## src/hw/rtl/lcd_cell_tint_ghost_renderer_unit_defines.svh

```systemverilog
// ----------------------------------------------------------------------------
// Assertion macros for the LCD cell tint and ghost renderer
// Shared concurrent-check forms, clocked and reset-qualified.
// ----------------------------------------------------------------------------
`ifndef LCD_CELL_TINT_GHOST_RENDERER_UNIT_DEFINES_SVH
`define LCD_CELL_TINT_GHOST_RENDERER_UNIT_DEFINES_SVH

// Same-cycle implication.
`define LCTGR_ASSERT_IMP(label, clock, resetn, ante, cons, msg) \
    label: assert property (@(posedge clock) disable iff (!resetn) (ante) |-> (cons)) \
        else $error(msg);

// Next-cycle implication.
`define LCTGR_ASSERT_NXT(label, clock, resetn, ante, cons, msg) \
    label: assert property (@(posedge clock) disable iff (!resetn) (ante) |=> (cons)) \
        else $error(msg);

`endif

```

## src/hw/rtl/lctgr_ram.sv

```systemverilog
// ----------------------------------------------------------------------------
// lctgr_ram
// Generic single-write, single-read RAM with registered, read-first output.
// ----------------------------------------------------------------------------
`default_nettype none

module lctgr_ram #(
    parameter int WIDTH = 8,
    parameter int DEPTH = 256
) (
    input  logic                     clk,
    input  logic                     wr_en,
    input  logic [$clog2(DEPTH)-1:0] wr_addr,
    input  logic [WIDTH-1:0]         wr_data,
    input  logic                     rd_en,
    input  logic [$clog2(DEPTH)-1:0] rd_addr,
    output logic [WIDTH-1:0]         rd_data
);

    logic [WIDTH-1:0] mem_reg [DEPTH];
    logic [WIDTH-1:0] rd_data_reg;

    // Read returns the old word when the same entry is written in the same cycle.
    always_ff @(posedge clk)
    begin
        if (rd_en)
        begin
            rd_data_reg <= mem_reg[rd_addr];
        end
        if (wr_en)
        begin
            mem_reg[wr_addr] <= wr_data;
        end
    end

    assign rd_data = rd_data_reg;

endmodule

`default_nettype wire

```

## config.mk

```make
export PLATFORM = sky130hd
export DESIGN_NAME = lctgr_ram
export DESIGN_NICKNAME = d
export VERILOG_FILES = /design/src/hw/rtl/lcd_cell_tint_ghost_renderer_unit_defines.svh /design/src/hw/rtl/lctgr_ram.sv
export SDC_FILE = /design/constraint.sdc
export NUM_CORES = 2
export LEC_CHECK = 0
export BUFFER_PORTS_ARGS = -buffer_cell sky130_fd_sc_hd__buf_2
export CORE_UTILIZATION = 47
export DETAILED_ROUTE_END_ITERATION = 7
export SYNTH_ARGS = -nofsm -noshare
export SYNTH_HDL_FRONTEND = slang
export SYNTH_SLANG_ARGS = --single-unit
```

## constraint.sdc

```tcl
create_clock -name clk -period 2.7 [get_ports clk]
set_input_delay 0.135 -clock clk [delete_from_list [all_inputs] [get_ports clk]]
set_output_delay 0.135 -clock clk [all_outputs]
set_load 0.01 [all_outputs]
```

==> Yosys cells after proc, flatten, opt, wreduce, memory -nomap -nowiden <==
Memories as Yosys holds them, arrays and structs flattened. A register that Yosys moved wholly into a read port is not among the register bits.
Cells that the tools add are included.
{ "totals": {"ff_bits": 0, "ram_bits": 2048, "in_bits": 27, "out_inout_bits": 8, "wordCells": 3, "n_memories": 1} }
{ "op_classes": {"muxes": 2} }
{ "mem_list": {"columns": ["name", "depth", "width", "read_ports", "rd_clocked_by_memory_dff", "write_ports", "line_no", "source"], "rows": [
  ["mem_reg", 256, 8, 1, 1, 1, "lctgr_ram.sv:20", "logic [WIDTH-1:0] mem_reg [DEPTH];"]
]} }
{ "op_table": {"columns": ["op", "count"], "rows": [
  ["$mux W1", 2]
]} }

==> Longest topological paths before layout <==
{ "logic_depth": {"word_depth": 2, "depth_mapped": 11} }

==> Least setup slack after synthesis <==
OpenSTA, ideal clock, no wires.
{ "synth_path": {"kind": "input -> register", "start": "in rd_addr[0]", "end": "reg rd_data_reg[2], in the netlist rd_data[2] (read register of mem_reg), data pin", "arrival_time_ps": 1942, "required_ps": 2431, "slack_ps": 489, "stages": 9, "cell_sequence": "buf_6 > buf_12 > buf_8 > buf_2 > mux4_2 > a22oi_1 > a21oi_1 > nor4_1 > nor4_2"} }
{ "synth_rtl": {"columns": ["item", "line_no", "source"], "rows": [
  ["start: declaration", "lctgr_ram.sv:16", "input logic [$clog2(DEPTH)-1:0] rd_addr,"],
  ["end: declaration", "lctgr_ram.sv:21", "logic [WIDTH-1:0] rd_data_reg;"]
]} }

==> impl_metrics.env <==
export IMPL_first_global_vias=40601
export IMPL_globalplace_congestion=0.867
export IMPL_grt_antenna_before_repair=9
export IMPL_syn_mean_instance_area_um2=21.3
export IMPL_synthDistinctLibCells=54
export IMPL_drtIter0Drc=4748
export IMPL_num_nets_final=4384
export IMPL_finish_instance_area_um2=93600
export IMPL_drv_slew=0
export IMPL_syn_num_nets=3760
export IMPL_die_area_um2=171000
export IMPL_grt_max_degree=98
export IMPL_rows=150
export IMPL_placedCellCount=6342
export IMPL_minimum_setup_slack_among_reg_to_reg_paths_ps=50
export IMPL_avgViaCountPerCell=6.01
export IMPL_timing_rr_start="mem_reg[70][2]$_DFFE_PP_"
export IMPL_drt_antenna_violating_nets=0
export IMPL_synth_seq_cells=2056
export IMPL_core_region_area_um2=168000
export IMPL_outcome="finished clean"
export IMPL_worst_slew_pin_slew_ps=865
export IMPL_synth_cell_area_um2=79600
export IMPL_clkSlewWorstSetupHoldPaths_ps=60
export IMPL_power_static_leakage_nw=30.2
export IMPL_timing_critical_path_fanout_max=1
export IMPL_cts_htree_levels=4
export IMPL_number_of_post_cts_setup_repair_buffers=0
export IMPL_timing_clock_skew_ps=49.5
export IMPL_post_drt_wl_per_cell_um=30.2
export IMPL_finalSetupViolations=0
export IMPL_timing_hold_worst_start="wr_en"
export IMPL_detailedRoute_firstPassIterationCount=5
export IMPL_clock_tree_buffer_depth=3
export IMPL_tritoncts="yes"
export IMPL_post_route_period_util_pct=98.1
export IMPL_worst_slack_ps=50.4
export IMPL_largest_register_ff_count=2048
export IMPL_slew_headroom_pct=41.8
export IMPL_multi_input_area_um2=16500
export IMPL_wire_length_of_the_first_global_routing_pass_mm=293
export IMPL_fraction_of_layout_cells_with_a_size_suffix_above_1_pct=31.4
export IMPL_cap_violations=0
export IMPL_period_needed_ps=2650
export IMPL_totalWireLength_mm=203
export IMPL_timing_critical_path_required_ps=3290
export IMPL_crit_path_start="mem_reg[70][2]$_DFFE_PP_"
export IMPL_critPathArrivalTime_ps=3240
export IMPL_async_flop_share_pct=0
export IMPL_critical_path_endpoint_type="flip-flop"
export IMPL_ff_latch_area_um2=61700
export IMPL_fin_cells=6738
export IMPL_cts_made_buffers=203
export IMPL_yosys_warnings=0
export IMPL_cts_root_buffer="sky130_fd_sc_hd__clkbuf_16"
export IMPL_drc_violation_count_after_routing=0
export IMPL_post_place_ws_ps=-744
export IMPL_postLayoutCoreUtil_pct=55.8
export IMPL_floorplan_die_width_um=414
export IMPL_worstSetupStartpointType="flip-flop"
export IMPL_dpl_hpwl_mm=129
export IMPL_syn2layout_area_growth_pct=17.6
export IMPL_synth_edf_count=2056
export IMPL_timing_final_hold_violations=0
export IMPL_fp_dieH_um=414
export IMPL_placement_cell_area_um2=86700
export IMPL_initial_utilization_pct=47.5
export IMPL_clock_latency_ps=850
export IMPL_criticalPathCategory="reg2reg"
export IMPL_global_route_overflow_total=0
export IMPL_peakVddDrop_mv=0.651
export IMPL_worst_hold_path_type="in2reg"
export IMPL_power_density_cell_area_nw_per_um2=720
export IMPL_unrepaired_setup_endpoints_after_global_routing="false"
export IMPL_synth_flop_cell="sky130_fd_sc_hd__edfxtp_1"
export IMPL_numClockSinks=2056
export IMPL_max_freq_mhz=377
export IMPL_port_buffers=34
export IMPL_fill_cells=12593
export IMPL_dr_total_vias=40493
export IMPL_synth_sequential_area_ratio_pct=77.5
export IMPL_io_pin_count=35
export IMPL_globalRouteTotalUtil_pct=24.1
export IMPL_postSynthCellCount=3733
[Yosys cell counts, types with 2 or more instances]
library cell                number  area [um2]
sky130_fd_sc_hd__a221oi_1       13         114
sky130_fd_sc_hd__o21ai_0        10        50.1
sky130_fd_sc_hd__a31oi_1         2        12.5
sky130_fd_sc_hd__clkbuf_1      111         417
sky130_fd_sc_hd__o32ai_1         4        35.0
sky130_fd_sc_hd__a211oi_1       16         120
sky130_fd_sc_hd__nand2b_1        8        50.1
sky130_fd_sc_hd__buf_1          22        82.6
sky130_fd_sc_hd__and3b_1         2        17.5
sky130_fd_sc_hd__and2_1          6        37.5
sky130_fd_sc_hd__edfxtp_1     2056       61700
sky130_fd_sc_hd__buf_12          8         160
sky130_fd_sc_hd__or2_2           4        25.0
sky130_fd_sc_hd__a311oi_1        2        17.5
sky130_fd_sc_hd__nand3b_1        2        15.0
sky130_fd_sc_hd__buf_6          21         236
sky130_fd_sc_hd__nor4_2          3        37.5
sky130_fd_sc_hd__a2111oi_1       2        20.0
sky130_fd_sc_hd__nor4_1         24         150
sky130_fd_sc_hd__o21ai_1         2        10.0
sky130_fd_sc_hd__a22o_1          8        70.1
sky130_fd_sc_hd__o22ai_1        28         175
sky130_fd_sc_hd__o22a_1          5        43.8
sky130_fd_sc_hd__a21oi_1        96         480
sky130_fd_sc_hd__mux2i_1       134        1340
sky130_fd_sc_hd__buf_4          27         203
sky130_fd_sc_hd__nor2b_1        31         194
sky130_fd_sc_hd__nand2_1        33         124
sky130_fd_sc_hd__o211ai_1       10        75.1
sky130_fd_sc_hd__mux4_1          2        52.6
sky130_fd_sc_hd__mux4_2        454       10200
sky130_fd_sc_hd__a22oi_1       133         998
sky130_fd_sc_hd__o221ai_1       46         403
sky130_fd_sc_hd__nand3_1        34         170
sky130_fd_sc_hd__a2111oi_0       2        17.5
sky130_fd_sc_hd__nor2_1        282        1060
sky130_fd_sc_hd__nor3_1         22         110
sky130_fd_sc_hd__buf_8          13         195
sky130_fd_sc_hd__buf_2          31         155
sky130_fd_sc_hd__nand4_1        10        62.6
[metrics by stage]
stage	hold slack, ps	setup TNS [ps]	total power, mW
after floorplan	234	0	37.6
after global placement	606	-3770	39.5
after detailed placement	604	-3900	39.5
after CTS	10.5	0	67.9
after global routing	80.8	0	69.1
final	70.6	0	67.4
[worst max-delay path: stages (launching register included)]
cell                       delay (ps)
sky130_fd_sc_hd__edfxtp_1         400
sky130_fd_sc_hd__mux4_2           480
sky130_fd_sc_hd__mux4_2           490
sky130_fd_sc_hd__nor2b_1          190
sky130_fd_sc_hd__nor4_1           570
sky130_fd_sc_hd__buf_4            220
sky130_fd_sc_hd__nor4_2            40
[placed cells by master, fill, tap and decap left out, types with 48 or more instances in the layout]
cell type	count
sky130_fd_sc_hd__a21oi_1	96
sky130_fd_sc_hd__a22oi_1	133
sky130_fd_sc_hd__buf_12	72
sky130_fd_sc_hd__buf_4	534
sky130_fd_sc_hd__clkbuf_16	205
sky130_fd_sc_hd__clkinv_1	54
sky130_fd_sc_hd__clkinv_2	48
sky130_fd_sc_hd__edfxtp_1	2056
sky130_fd_sc_hd__mux2i_1	134
sky130_fd_sc_hd__mux4_2	454
sky130_fd_sc_hd__nor2_1	279
[path summary, 6_finish.rpt]
check / endpoint / cells past startpoint
max: rd_data[2]$_DFFE_PP_ / 6
min: mem_reg[232][0]$_DFFE_PP_ / 4
max reg2reg: rd_data[2]$_DFFE_PP_ / 6
min reg2reg: rd_data[5]$_DFFE_PP_ / 7
[per-layer routing]
metal | GRT usage [%] | wire length, um | vias to the layer above
met1 | 34.3 | 83800 | 21503
met4 | 7.06 | 5300 | 10
li1 | - | - | 16988
met5 | 0 | 61 | -
met3 | 3.91 | 15300 | 318
met2 | 38.5 | 98900 | 1674
[logic make-up after synthesis]
group	after synthesis	synth area share, %
flops	2056	77.5
mux	591	14.6
simple gates	466	2.63
compound gates	385	3.42
buf+inv	235	1.83
[where the power goes]
| part | leakage [nW] | total, mW | switching, mW | internal (mW) |
|---|---|---|---|---|
| Combinational | 8.43 | 3.59 | 2.18 | 1.41 |
| Sequential | 18.5 | 35.2 | 0.0438 | 35.2 |
| Clock | 3.32 | 28.6 | 12.3 | 16.3 |
| Total | 30.2 | 67.4 | 14.5 | 52.9 |
[timing repair]
item                                   4_1_cts  5_1_grt
setup endpoints to repair                    4        0
endpoints found under the hold margin      659        0
resized for setup                            5        0
hold buffers                                14        0
[area by class of cell]
| cell class | count | area share, % |
|---|---|---|
| Sequential cell | 2056 | 65.9 |
| Antenna cell | 4 | 0.0107 |
| Clock inverter | 151 | 1.65 |
| Multi-Input combinational cell | 1442 | 17.6 |
| Clock buffer | 227 | 5.57 |
| Timing Repair Buffer | 652 | 6.25 |
| Inverter | 2 | 0.00802 |
| Tap cell | 2204 | 2.94 |
Power figures use the tool's default switching activity.
